--- config.mk ---
export PLATFORM = sky130hd
export DESIGN_NAME = mrprb_front_flat
export DESIGN_NICKNAME = d
export VERILOG_FILES = /design/src/design/mrprb_pkg.sv /design/src/design/mrprb_if.sv /design/src/design/mrprb_front.sv /design/src/flat_wrapper.sv
export SDC_FILE = /design/constraint.sdc
export NUM_CORES = 1
export LEC_CHECK = 0
export ABC_AREA = 1
export BUFFER_PORTS_ARGS = -buffer_cell sky130_fd_sc_hd__buf_4
export CAP_MARGIN = 20
export CORE_MARGIN = 2
export CORE_UTILIZATION = 57
export DETAILED_ROUTE_END_ITERATION = 6
export MAX_ROUTING_LAYER = met4
export PLACE_DENSITY = 0.85
export SYNTH_ARGS = -nofsm -noshare
export SYNTH_HDL_FRONTEND = slang
export SYNTH_SLANG_ARGS = --single-unit
--- constraint.sdc ---
create_clock -name clk -period 8.6 [get_ports clk]
set_input_delay 0 -clock clk [delete_from_list [all_inputs] [get_ports clk]]
set_output_delay 0 -clock clk [all_outputs]
set_load 0.01 [all_outputs]
--- src/design/mrprb_pkg.sv ---
// Shared types and codes for the multi-reader ring buffer.
`timescale 1ns / 1ps
package mrprb_pkg;

  localparam logic [2:0] CMD_CREATE = 3'd0;
  localparam logic [2:0] CMD_FORK   = 3'd1;
  localparam logic [2:0] CMD_WRITE  = 3'd2;
  localparam logic [2:0] CMD_READ   = 3'd3;
  localparam logic [2:0] CMD_FLUSH  = 3'd4;
  localparam logic [2:0] CMD_CLOSE  = 3'd5;

  localparam logic [2:0] ST_OK         = 3'd0;
  localparam logic [2:0] ST_NOT_ATT    = 3'd1;
  localparam logic [2:0] ST_END_CLOSED = 3'd2;
  localparam logic [2:0] ST_NO_SLOT    = 3'd3;
  localparam logic [2:0] ST_NO_PARENT  = 3'd4;

  localparam logic [6:0] MAX_BURST = 7'd64;

  typedef enum logic [2:0] {
    OP_CREATE, OP_FORK, OP_WRITE, OP_READ, OP_FLUSH, OP_CLOSE, OP_NONE
  } op_t;

  typedef enum logic [2:0] {
    BS_IDLE, BS_LOOK, BS_EXEC, BS_RADDR, BS_RDATA, BS_SCAN, BS_FLUSH
  } back_state_t;

  typedef struct packed {
    op_t         op;
    logic [15:0] pid;
    logic [15:0] ppid;
    logic        end_sel;
    logic [7:0]  data;
    logic [6:0]  cnt;
    logic        blast;
  } item_t;

  typedef struct packed {
    logic [2:0]  status;
    logic [7:0]  data;
    logic        valid;
    logic [12:0] amount;
    logic        last;
  } res_t;

endpackage

--- src/design/mrprb_if.sv ---
// Valid/ready channel interfaces for commands and results.
`timescale 1ns / 1ps
interface mrprb_in_if;
  logic        valid;
  logic        ready;
  logic [2:0]  command;
  logic [15:0] pid;
  logic [15:0] parent_pid;
  logic        end_select;
  logic [7:0]  data_in;
  logic [6:0]  read_count;
  logic        burst_last;
  modport source (output valid, command, pid, parent_pid, end_select, data_in,
                  read_count, burst_last, input ready);
  modport sink (input valid, command, pid, parent_pid, end_select, data_in,
                read_count, burst_last, output ready);
endinterface


--- src/design/mrprb_front.sv ---
// Front end: accept commands, decode them and queue them for the back end.
`timescale 1ns / 1ps
module mrprb_front (
  input  logic                clk,
  input  logic                rst_n,
  mrprb_in_if.sink            in_ch,
  output logic                q_valid,
  input  logic                q_ready,
  output mrprb_pkg::item_t    q_item
);
  mrprb_pkg::item_t q_r [2];
  logic       wr_r, rd_r;
  logic [1:0] cnt_r;
  mrprb_pkg::item_t dec;
  logic push, pop;

  // decode the command and clamp the read length
  always_comb begin
    dec.pid     = in_ch.pid;
    dec.ppid    = in_ch.parent_pid;
    dec.end_sel = in_ch.end_select;
    dec.data    = in_ch.data_in;
    dec.blast   = in_ch.burst_last;
    dec.cnt     = (in_ch.read_count > mrprb_pkg::MAX_BURST) ? mrprb_pkg::MAX_BURST
                                                              : in_ch.read_count;
    unique case (in_ch.command)
      mrprb_pkg::CMD_CREATE: dec.op = mrprb_pkg::OP_CREATE;
      mrprb_pkg::CMD_FORK:   dec.op = mrprb_pkg::OP_FORK;
      mrprb_pkg::CMD_WRITE:  dec.op = mrprb_pkg::OP_WRITE;
      mrprb_pkg::CMD_READ:   dec.op = mrprb_pkg::OP_READ;
      mrprb_pkg::CMD_FLUSH:  dec.op = mrprb_pkg::OP_FLUSH;
      mrprb_pkg::CMD_CLOSE:  dec.op = mrprb_pkg::OP_CLOSE;
      default:               dec.op = mrprb_pkg::OP_NONE;
    endcase
  end

  assign in_ch.ready = (cnt_r != 2'd2);
  assign push    = in_ch.valid && in_ch.ready;
  assign q_valid = (cnt_r != 2'd0);
  assign pop     = q_valid && q_ready;
  assign q_item  = q_r[rd_r];

  always_ff @(posedge clk) begin
    if (push) begin
      q_r[wr_r] <= dec;
    end
    if (!rst_n) begin
      wr_r  <= 1'b0;
      rd_r  <= 1'b0;
      cnt_r <= 2'd0;
    end else begin
      if (push) wr_r <= ~wr_r;
      if (pop)  rd_r <= ~rd_r;
      cnt_r <= cnt_r + {1'b0, push} - {1'b0, pop};
    end
  end
endmodule

--- src/flat_wrapper.sv ---
// flat-port wrapper written by rule: the top's interface ports become plain ports
module mrprb_front_flat 
  (clk, rst_n, q_valid, q_ready, q_item, in_ch_valid, in_ch_command, in_ch_pid, in_ch_parent_pid, in_ch_end_select, in_ch_data_in, in_ch_read_count, in_ch_burst_last, in_ch_ready);
  mrprb_in_if in_ch_i ();
  input  logic clk;
  input  logic rst_n;
  output logic q_valid;
  input  logic q_ready;
  output mrprb_pkg::item_t q_item;
  input wire logic [$bits(in_ch_i.valid)-1:0] in_ch_valid;
  input wire logic [$bits(in_ch_i.command)-1:0] in_ch_command;
  input wire logic [$bits(in_ch_i.pid)-1:0] in_ch_pid;
  input wire logic [$bits(in_ch_i.parent_pid)-1:0] in_ch_parent_pid;
  input wire logic [$bits(in_ch_i.end_select)-1:0] in_ch_end_select;
  input wire logic [$bits(in_ch_i.data_in)-1:0] in_ch_data_in;
  input wire logic [$bits(in_ch_i.read_count)-1:0] in_ch_read_count;
  input wire logic [$bits(in_ch_i.burst_last)-1:0] in_ch_burst_last;
  output wire logic [$bits(in_ch_i.ready)-1:0] in_ch_ready;
  assign in_ch_i.valid = in_ch_valid;
  assign in_ch_i.command = in_ch_command;
  assign in_ch_i.pid = in_ch_pid;
  assign in_ch_i.parent_pid = in_ch_parent_pid;
  assign in_ch_i.end_select = in_ch_end_select;
  assign in_ch_i.data_in = in_ch_data_in;
  assign in_ch_i.read_count = in_ch_read_count;
  assign in_ch_i.burst_last = in_ch_burst_last;
  assign in_ch_ready = in_ch_i.ready;
  mrprb_front u_core (.clk(clk), .rst_n(rst_n), .in_ch(in_ch_i), .q_valid(q_valid), .q_ready(q_ready), .q_item(q_item));
endmodule
==> results of run 1 <==
[routing by layer]
layer / up-vias / part of all wire [%]
li1: 1148 / -
met1: 1180 / 39
met2: 105 / 54
met3: 15 / 4.8
met4: 0 / 1.5
met5: - / 0
[final cells by class]
cell class              instances  area share, %
clock inverters                 7           1.24
multi-input cells              87           15.9
flip-flops and latches        109           54.4
inverters                      15          0.949
repair buffers                165           23.4
well taps                      99           2.09
clock buffers                   9           2.09
[flip-flops by register name (all words and copies together) (netlist names), named ones only]
signal and cells:
u_core.cnt_r 2, u_core.q_r 104, u_core.rd_r 1, u_core.wr_r 1
[synth_stat cells, drive strengths merged]
master	instances
a21boi	1
a21oi	3
buf	6
clkbuf	3
dfxtp	5
edfxtp	104
ha	2
inv	15
mux2	52
nand2	9
nand3	4
nor2	16
[power by group]
part           leakage [nW]  internal, mW  switching (mW)
combinational          1.29         0.267           0.191
sequential             1.02         0.680          0.0618
clock                 0.102         0.136           0.164
[through the flow]
step                hold slack, ps  area, um2
CTS                           19.7       5910
global placement               186       5170
floorplan                     93.5       4340
finish                        36.8       5930
global route                  21.1       5930
detailed placement             188       5170
[cell usage in the layout, fill, tap and decap left out, drive strengths merged]
master       count
a21boi           1
a21oi            3
buf            111
bufinv           1
clkbuf           9
clkinv           4
dfxtp            5
dlygate4sd3     54
edfxtp         104
ha               2
inv             17
mux2            52
nand2            9
nand3            4
nor2            16
[repair_timing]
item | CTS | global route
endpoints found under the setup margin | 0 | 0
hold buffers | 54 | 0
hold endpoints to repair | 109 | 0
[final timing paths]
kind	from	to	slack (ps)	depth (start not counted)
worst max register to register	u_core.cnt_r[0]	u_core.q_r[0][29]	6510	5
worst min-delay path	in_ch_command[0]	u_core.q_r[0][49]	40	2
worst min register to register	u_core.rd_r	u_core.rd_r	540	2
worst max-delay path	u_core.cnt_r[0]	u_core.q_r[0][29]	6510	5
[cells by family after synthesis]
kind of cell	count (synthesis)	synth area share (%)
compound gates	4	0.519
fa+ha+maj	2	0.577
buf+inv	24	4.13
flops	109	74.3
mux	52	17.8
simple gates	29	2.63
==> flow_summary.ini, run 1 <==
[status]
outcome = completed

[floorplan]
ios = 110
fp.dieW_um = 91.2
fp.dieArea_um2 = 8320
placeable_core_area_um2 = 7290
die_height_um = 91.2
rows = 31
initial_standard_cell_utilization_of_the_core_pct = 59.5

[power]
cellLeakagePower_nw = 2.41
vdd_ir_drop_max_mv = 0.169
power_density_nw_per_um2 = 253
final_total_pwr_mw = 1.50

[drt]
viasPerCell = 4.99
drtAntennaViolNets = 0
dr_total_vias = 2448
drc_errors = 0
totalWireLength_mm = 8.33
drt-pass1-iter-count = 4
detail_route.iter0.violations = 119
avgRoutedWirePerCell_um = 17.0

[synthesis]
synth_top_area_share_pct = 72.0
synth.distinct_cells = 14
gate_count_post_synth = 220
synth-seq-cells = 109
synth.largest_area_cell = sky130_fd_sc_hd__edfxtp_1
cells_taking_the_most_area_after_synthesis = sky130_fd_sc_hd__edfxtp_1 (72%), sky130_fd_sc_hd__mux2_4 (17%), sky130_fd_sc_hd__buf_12 (2.3%)
postSynthAreaPerCell_um2 = 19.7
synth_sequential_area_ratio_pct = 74.3
mappedNetlistNets = 278
post_synth_instance_area_um2 = 4340
synth.yosys.warnings = 0

[run]
max_cap_viols = 0

[finish]
areaGrowthSynthToFinish_pct = 36.8
layout.core_utilization_pct = 81.4
multi_input_comb_area_um2 = 942
post_route_cells_drive_above_1_share_pct = 46.2
num-nets-final = 445
antenna_cells = 0
fill_cells = 398
regArea_um2 = 3230
stdcell_count = 491

[grt]
grt_util_met3_pct = 3.82
grt_pass1_wl_mm = 12.7
track_usage_pct = 21.0
grt.busiest_layer = met2
largest_net_degree_at_the_start_of_global_routing = 53
gr-usage-met2_pct = 37.5
grt_pass1_vias = 2567
grtUsageMet1_pct = 23.7
gr-total-overflow = 0
grt_antenna_before_repair = 0

[min_path]
hold_path_class = in2reg

[worst_setup_path]
crit_family = simple AND/OR/NAND/NOR gates
crit_path_start_kind = register
slowest_stage = sky130_fd_sc_hd__nor2_4
timing.critical_path.required_ps = 8620
cp_max_fo = 27
end_kind = register
cp_cell_sequence = inv_1 > nand2_1 > nand2_1 > nor2_4 > buf_4
critPathMaxStageDelay_ps = 590
timing.setup.critical_path_class = reg2reg
critical_path.n_buffers_inverters = 2
worst-endpoint-arrival_ps = 2110
most_repeated_library_cell_on_the_critical_path = sky130_fd_sc_hd__nand2_1

[place]
globalplace.congestion = 0.712
place.detailed.instances = 420
detailed_place_hpwl_mm = 4.83
placement.setup.worst_slack_ps = 6500
portBuffers = 109

[clock_tree]
cts.clk_slew.worst_paths_ps = 100
cts_setup_buffers = 0
worstSkewPairLatency_ps = 360
cts-root-buf = sky130_fd_sc_hd__clkbuf_8
htreeDepth = 3
cts.repair.resized = 0
tritoncts_num_sinks = 109
clock_path_buffers = 2
tritoncts.num_buffers = 9
tritoncts = yes

[sta]
final.min_clock_period_ps = 2090
accumulated_negative_setup_slack_ps = 0
finalSetupViolCount = 0
worst_clock_skew_ps = 7.92
postLayoutSetupSlackWorst_ps = 6510
hold_viol_final = 0
grt_setup_unrepaired = false
maxSlewHeadroom_pct = 35.9
worst_pin_slew_ps = 961
fin_crit_sh_pct = 24.3
fmax_mhz = 478
maxSlewViolCount = 0
(Power assumes the default switching activity.)
==> run 2: changes to the inputs <==
- CORE_UTILIZATION: 57 -> 47
- PLACE_DENSITY: 0.85 -> 0.75
- clock period: 8.6 -> 1.9 ns (I/O delays scaled with it)
==> flow_summary.ini, run 2 (synthesis gave the netlist of run 1 again) <==
[status]
outcome = completed

[place]
portBuffers = 109
detailed_place_hpwl_mm = 4.89
globalplace.congestion = 0.670

[clock_tree]
cts-root-buf = sky130_fd_sc_hd__clkbuf_8
tritoncts.num_buffers = 9
cts.clk_slew.worst_paths_ps = 100
clock_path_buffers = 2
cts.repair.resized = 0
tritoncts = yes
tritoncts_num_sinks = 109
htreeDepth = 3
worstSkewPairLatency_ps = 360

[power]
internal-power_mw = 4.96
power_density_nw_per_um2 = 1130
pwr-share-clk_pct = 20.3
seqPwrFrac_pct = 47.6
power_switching_share_pct = 27.0
final_total_pwr_mw = 6.79
net-switching-power_mw = 1.84
power.combinational.fraction_pct = 32.1
cellLeakagePower_nw = 2.43
vdd_ir_drop_max_mv = 0.804

[sta]
worst_clock_skew_ps = 14.4
maxSlewHeadroom_pct = 73.1
final.min_clock_period_ps = 1650
grt_setup_unrepaired = false
hold_viol_final = 0
maxSlewViolCount = 0
finalSetupViolCount = 0
worst_pin_slew_ps = 403
fin_crit_sh_pct = 87.0
fmax_mhz = 605
accumulated_negative_setup_slack_ps = 0

[drt]
drc_errors = 0
drtAntennaViolNets = 0
avgRoutedWirePerCell_um = 14.4
viasPerCell = 4.67
drt-pass1-iter-count = 4
dr_total_vias = 2364
totalWireLength_mm = 7.30
detail_route.iter0.violations = 82

[worst_setup_path]
crit_path_start_kind = register
timing.setup.critical_path_class = reg2out
worst-r2r-cell-count = 5
cp_max_fo = 17
end_kind = primary output
timing.critical_path.required_ps = 1900
worst-endpoint-arrival_ps = 1650

[run]
max_cap_viols = 0

[finish]
antenna_cells = 0
most_common_cell_after_layout_fill_and_taps_aside = sky130_fd_sc_hd__buf_4
post_route_cells_drive_above_1_share_pct = 47.1
layout_top_registers = u_core.q_r x104, u_core.cnt_r x2
num-nets-final = 448
areaGrowthSynthToFinish_pct = 38.7
top_register = u_core.q_r
flip_flop_count_of_the_largest_register_all_copies_and_words_added = 104
mostFrequentLayoutCells = sky130_fd_sc_hd__buf_4 (111), sky130_fd_sc_hd__edfxtp_1 (104), sky130_fd_sc_hd__dlygate4sd3_1 (53)

[grt]
grtUsageMet1_pct = 16.1
grt_pass1_wl_mm = 11.1
grt_pass1_vias = 2429
grt_antenna_before_repair = 0
grt_util_met3_pct = 2.65
gr-total-overflow = 0
largest_net_degree_at_the_start_of_global_routing = 31
gr-usage-met2_pct = 28.0
grt.busiest_layer = met2
track_usage_pct = 15.0

[min_path]
hold_path_class = in2reg
whs_path_depth = 2

[floorplan]
die_height_um = 100
fp.dieArea_um2 = 10000
initial_standard_cell_utilization_of_the_core_pct = 47.6
fp.dieW_um = 100
placeable_core_area_um2 = 9110
rows = 35
ios = 110
[run 2: cell types whose count changed in the layout (fill, tap and decap cells not counted), sizes merged]
cell / delta
clkinvlp: +2
buf: +4
dlygate4sd3: -1
clkinv: -2
[run 2: final timing paths]
path,start,end,slack [ps]
hold reg to reg,u_core.rd_r,register,520
setup / recovery,register,q_item[41],250
setup reg to reg,u_core.cnt_r[0],u_core.q_r[1][22],350
hold / removal,in_ch_command[0],u_core.q_r[0][49],60
[run 2: cell type report]
cell class	count	area, um2
Fill cell	630	3090
Multi-Input combinational cell	87	942
Clock buffer	9	124
Inverter	15	60.1
Timing Repair Buffer	168	1440
Tap cell	111	139
Clock inverter	7	80.1
Sequential cell	109	3230
[run 2: repair_timing]
action / 4_1_cts / 5_1_grt
hold endpoints to repair: 107 / 0
buffers inserted: 0 / 0
hold buffers: 53 / 0
[run 2: per-layer routing]
layer | up-vias | part of all wire, % | routed length, um
met2 | 69 | 55 | 4000
met1 | 1137 | 40 | 2910
met4 | 0 | 0.93 | 68
met5 | - | 0 | 0
met3 | 8 | 4.4 | 322
li1 | 1150 | - | -
[run 2: worst max-delay path, cell delays in order (launching register included)]
cell,delay (ps)
sky130_fd_sc_hd__dfxtp_4,570
sky130_fd_sc_hd__buf_12,230
sky130_fd_sc_hd__mux2_2,360
sky130_fd_sc_hd__buf_4,140
[run 2: power by group through the flow]
stage | Combinational [mW] | Clock [mW] | Sequential, mW
floorplan | 1.40 | 0 | 3.20
global placement | 2.09 | 0 | 3.27
detailed placement | 2.12 | 0 | 3.30
CTS | 2.21 | 1.43 | 3.24
global route | 2.35 | 1.52 | 3.27
finish | 2.18 | 1.38 | 3.23
[run 2: per-stage QoR]
| stage | instance area, um2 | instances | hold WS [ps] | setup slack [ps] | util (%) |
|---|---|---|---|---|---|
| 2_1_floorplan | 4350 | 220 | 93.5 | 98.7 | - |
| 3_3_place_gp | 5280 | 437 | 186 | 409 | 58.0 |
| 3_5_place_dp | 5280 | 437 | 187 | 338 | 58.0 |
| 4_1_cts | 6020 | 506 | 46.7 | 198 | 66.0 |
| 5_1_grt | 6020 | 506 | 56.0 | 177 | 66.0 |
| 6_report | 6020 | 506 | 61.9 | 246 | 66.0 |
==> run 3: changes to the inputs <==
- HOLD_SLACK_MARGIN: default -> 0.15
- PLACE_DENSITY: 0.75 -> 0.76
==> flow_summary.ini, run 3 (synthesis gave the netlist of run 1 again) <==
[status]
outcome = completed

[grt]
gr-total-overflow = 0
track_usage_pct = 15.1
grt_pass1_wl_mm = 11.1
largest_net_degree_at_the_start_of_global_routing = 30
grt_antenna_before_repair = 0
grt_pass1_vias = 2384

[clock_tree]
clock_path_buffers = 2
cts.clk_slew.worst_paths_ps = 100
worstSkewPairLatency_ps = 350
htreeDepth = 3
tritoncts.num_buffers = 9
cts-root-buf = sky130_fd_sc_hd__clkbuf_8
tritoncts_num_sinks = 109
tritoncts = yes

[floorplan]
die_height_um = 100
ios = 110
initial_standard_cell_utilization_of_the_core_pct = 47.6
fp.dieW_um = 100
fp.dieArea_um2 = 10000
rows = 35
placeable_core_area_um2 = 9110

[worst_setup_path]
crit_path_start_kind = register
end_kind = primary output
crit_family = flip-flops
worst-endpoint-arrival_ps = 1660
cp_cell_sequence = buf_12 > mux2_2 > buf_4
critPathMaxStageDelay_ps = 520
slowest_stage = sky130_fd_sc_hd__dfxtp_4
critical_path.n_buffers_inverters = 2
timing.critical_path.required_ps = 1900
cp_max_fo = 25
timing.setup.critical_path_class = reg2out

[drt]
viasPerCell = 4.70
highest_layer_used_for_signal_routing = met4
drtAntennaViolNets = 0
detail_route.iter0.violations = 49
drt-pass1-iter-count = 4
totalWireLength_mm = 7.46
met2_wirelength_mm = 4.01
detail_route.wirelength.met1_mm = 3.04
dr_total_vias = 2397
wl_met3_um = 310
drc_errors = 0
avgRoutedWirePerCell_um = 14.6

[sta]
maxSlewViolCount = 0
whs_ps = 366
finalSetupViolCount = 0
maxSlewHeadroom_pct = 73.3
grt_setup_unrepaired = false
worst_pin_slew_ps = 400
fmax_mhz = 601
accumulated_negative_setup_slack_ps = 0
final.min_clock_period_ps = 1660
fin_crit_sh_pct = 87.5
worst_clock_skew_ps = 7.83
hold_viol_final = 0

[finish]
areaGrowthSynthToFinish_pct = 38.5
flip_flop_count_of_the_largest_register_all_copies_and_words_added = 104
layout_top_registers = u_core.q_r x104, u_core.cnt_r x2
top_register = u_core.q_r
stdcell_count = 510
antenna_cells = 0
layout.core_utilization_pct = 66.0
mostFrequentLayoutCells = sky130_fd_sc_hd__buf_4 (113), sky130_fd_sc_hd__edfxtp_1 (104), sky130_fd_sc_hd__dlygate4sd3_1 (57)
most_common_cell_after_layout_fill_and_taps_aside = sky130_fd_sc_hd__buf_4
post_route_cells_drive_above_1_share_pct = 46.6
num-nets-final = 452

[power]
final_total_pwr_mw = 6.67
power_density_nw_per_um2 = 1110
vdd_ir_drop_max_mv = 0.602
cellLeakagePower_nw = 2.42

[place]
place.detailed.instances = 437
portBuffers = 109
detailed_place_hpwl_mm = 4.68
globalplace.congestion = 0.734

[min_path]
hold_path_class = in2reg

[run]
max_cap_viols = 0
[run 3: cell count changes in the layout (fill, tap and decap cells not counted), sizes merged]
cell and change:
clkinvlp +1, bufinv -1, dlygate4sd3 +4
[run 3: power by group]
group | total [mW] | switching, mW | internal (mW) | leakage [nW]
Sequential | 3.22 | 0.143 | 3.08 | 1.02
Clock | 1.26 | 0.766 | 0.495 | 0.0881
Combinational | 2.19 | 0.950 | 1.24 | 1.32
Total | 6.67 | 1.86 | 4.81 | 2.42
[run 3: repair_timing]
action,in CTS,in global routing
resized for setup,0,0
buffers inserted,0,0
endpoints found under the setup margin,0,0
endpoints found under the hold margin,109,0
hold buffers,57,0
[run 3: worst reg2reg max path, cell delays in order, from the launching register on]
cell and delay [ps]:
sky130_fd_sc_hd__dfxtp_1 330, sky130_fd_sc_hd__nor2_1 120, sky130_fd_sc_hd__nor2_1 70, sky130_fd_sc_hd__ha_1 280, sky130_fd_sc_hd__inv_1 40, sky130_fd_sc_hd__ha_1 200
sky130_fd_sc_hd__inv_1 80, sky130_fd_sc_hd__nand2_1 80, sky130_fd_sc_hd__a21oi_1 160, sky130_fd_sc_hd__nor2_1 60
[run 3: cell type report]
type | count | area, um2
flip-flops and latches | 109 | 3230
multi-input cells | 87 | 942
well taps | 111 | 139
inverters | 15 | 60.1
repair buffers | 172 | 1460
fillers | 659 | 3100
clock inverters | 7 | 57.6
clock buffers | 9 | 124
[run 3: final timing paths]
| path | startpoint | slack [ps] | depth (start not counted) | to |
|---|---|---|---|---|
| worst min-delay path | in_ch_pid[11] | 370 | 2 | u_core.q_r[0][44] |
| worst max-delay path | register | 240 | 3 | q_item[42] |
| worst max register to register | u_core.cnt_r[1] | 380 | 9 | u_core.cnt_r[1] |
| worst min register to register | u_core.rd_r | 520 | 2 | u_core.rd_r |
[run 3: per-stage QoR]
| stage | cell area, um2 | setup WS [ps] |
|---|---|---|
| after floorplan | 4350 | 98.7 |
| after global placement | 5260 | 502 |
| after detailed placement | 5260 | 418 |
| after CTS | 6010 | 216 |
| after global routing | 6010 | 190 |
| final | 6010 | 237 |
[run 3: per-layer routing]
| layer | vias up | global-route usage [%] |
|---|---|---|
| li1 | 1157 | - |
| met1 | 1153 | 17.0 |
| met2 | 77 | 27.3 |
| met3 | 10 | 2.58 |
| met4 | 0 | 5.06 |
| met5 | - | - |
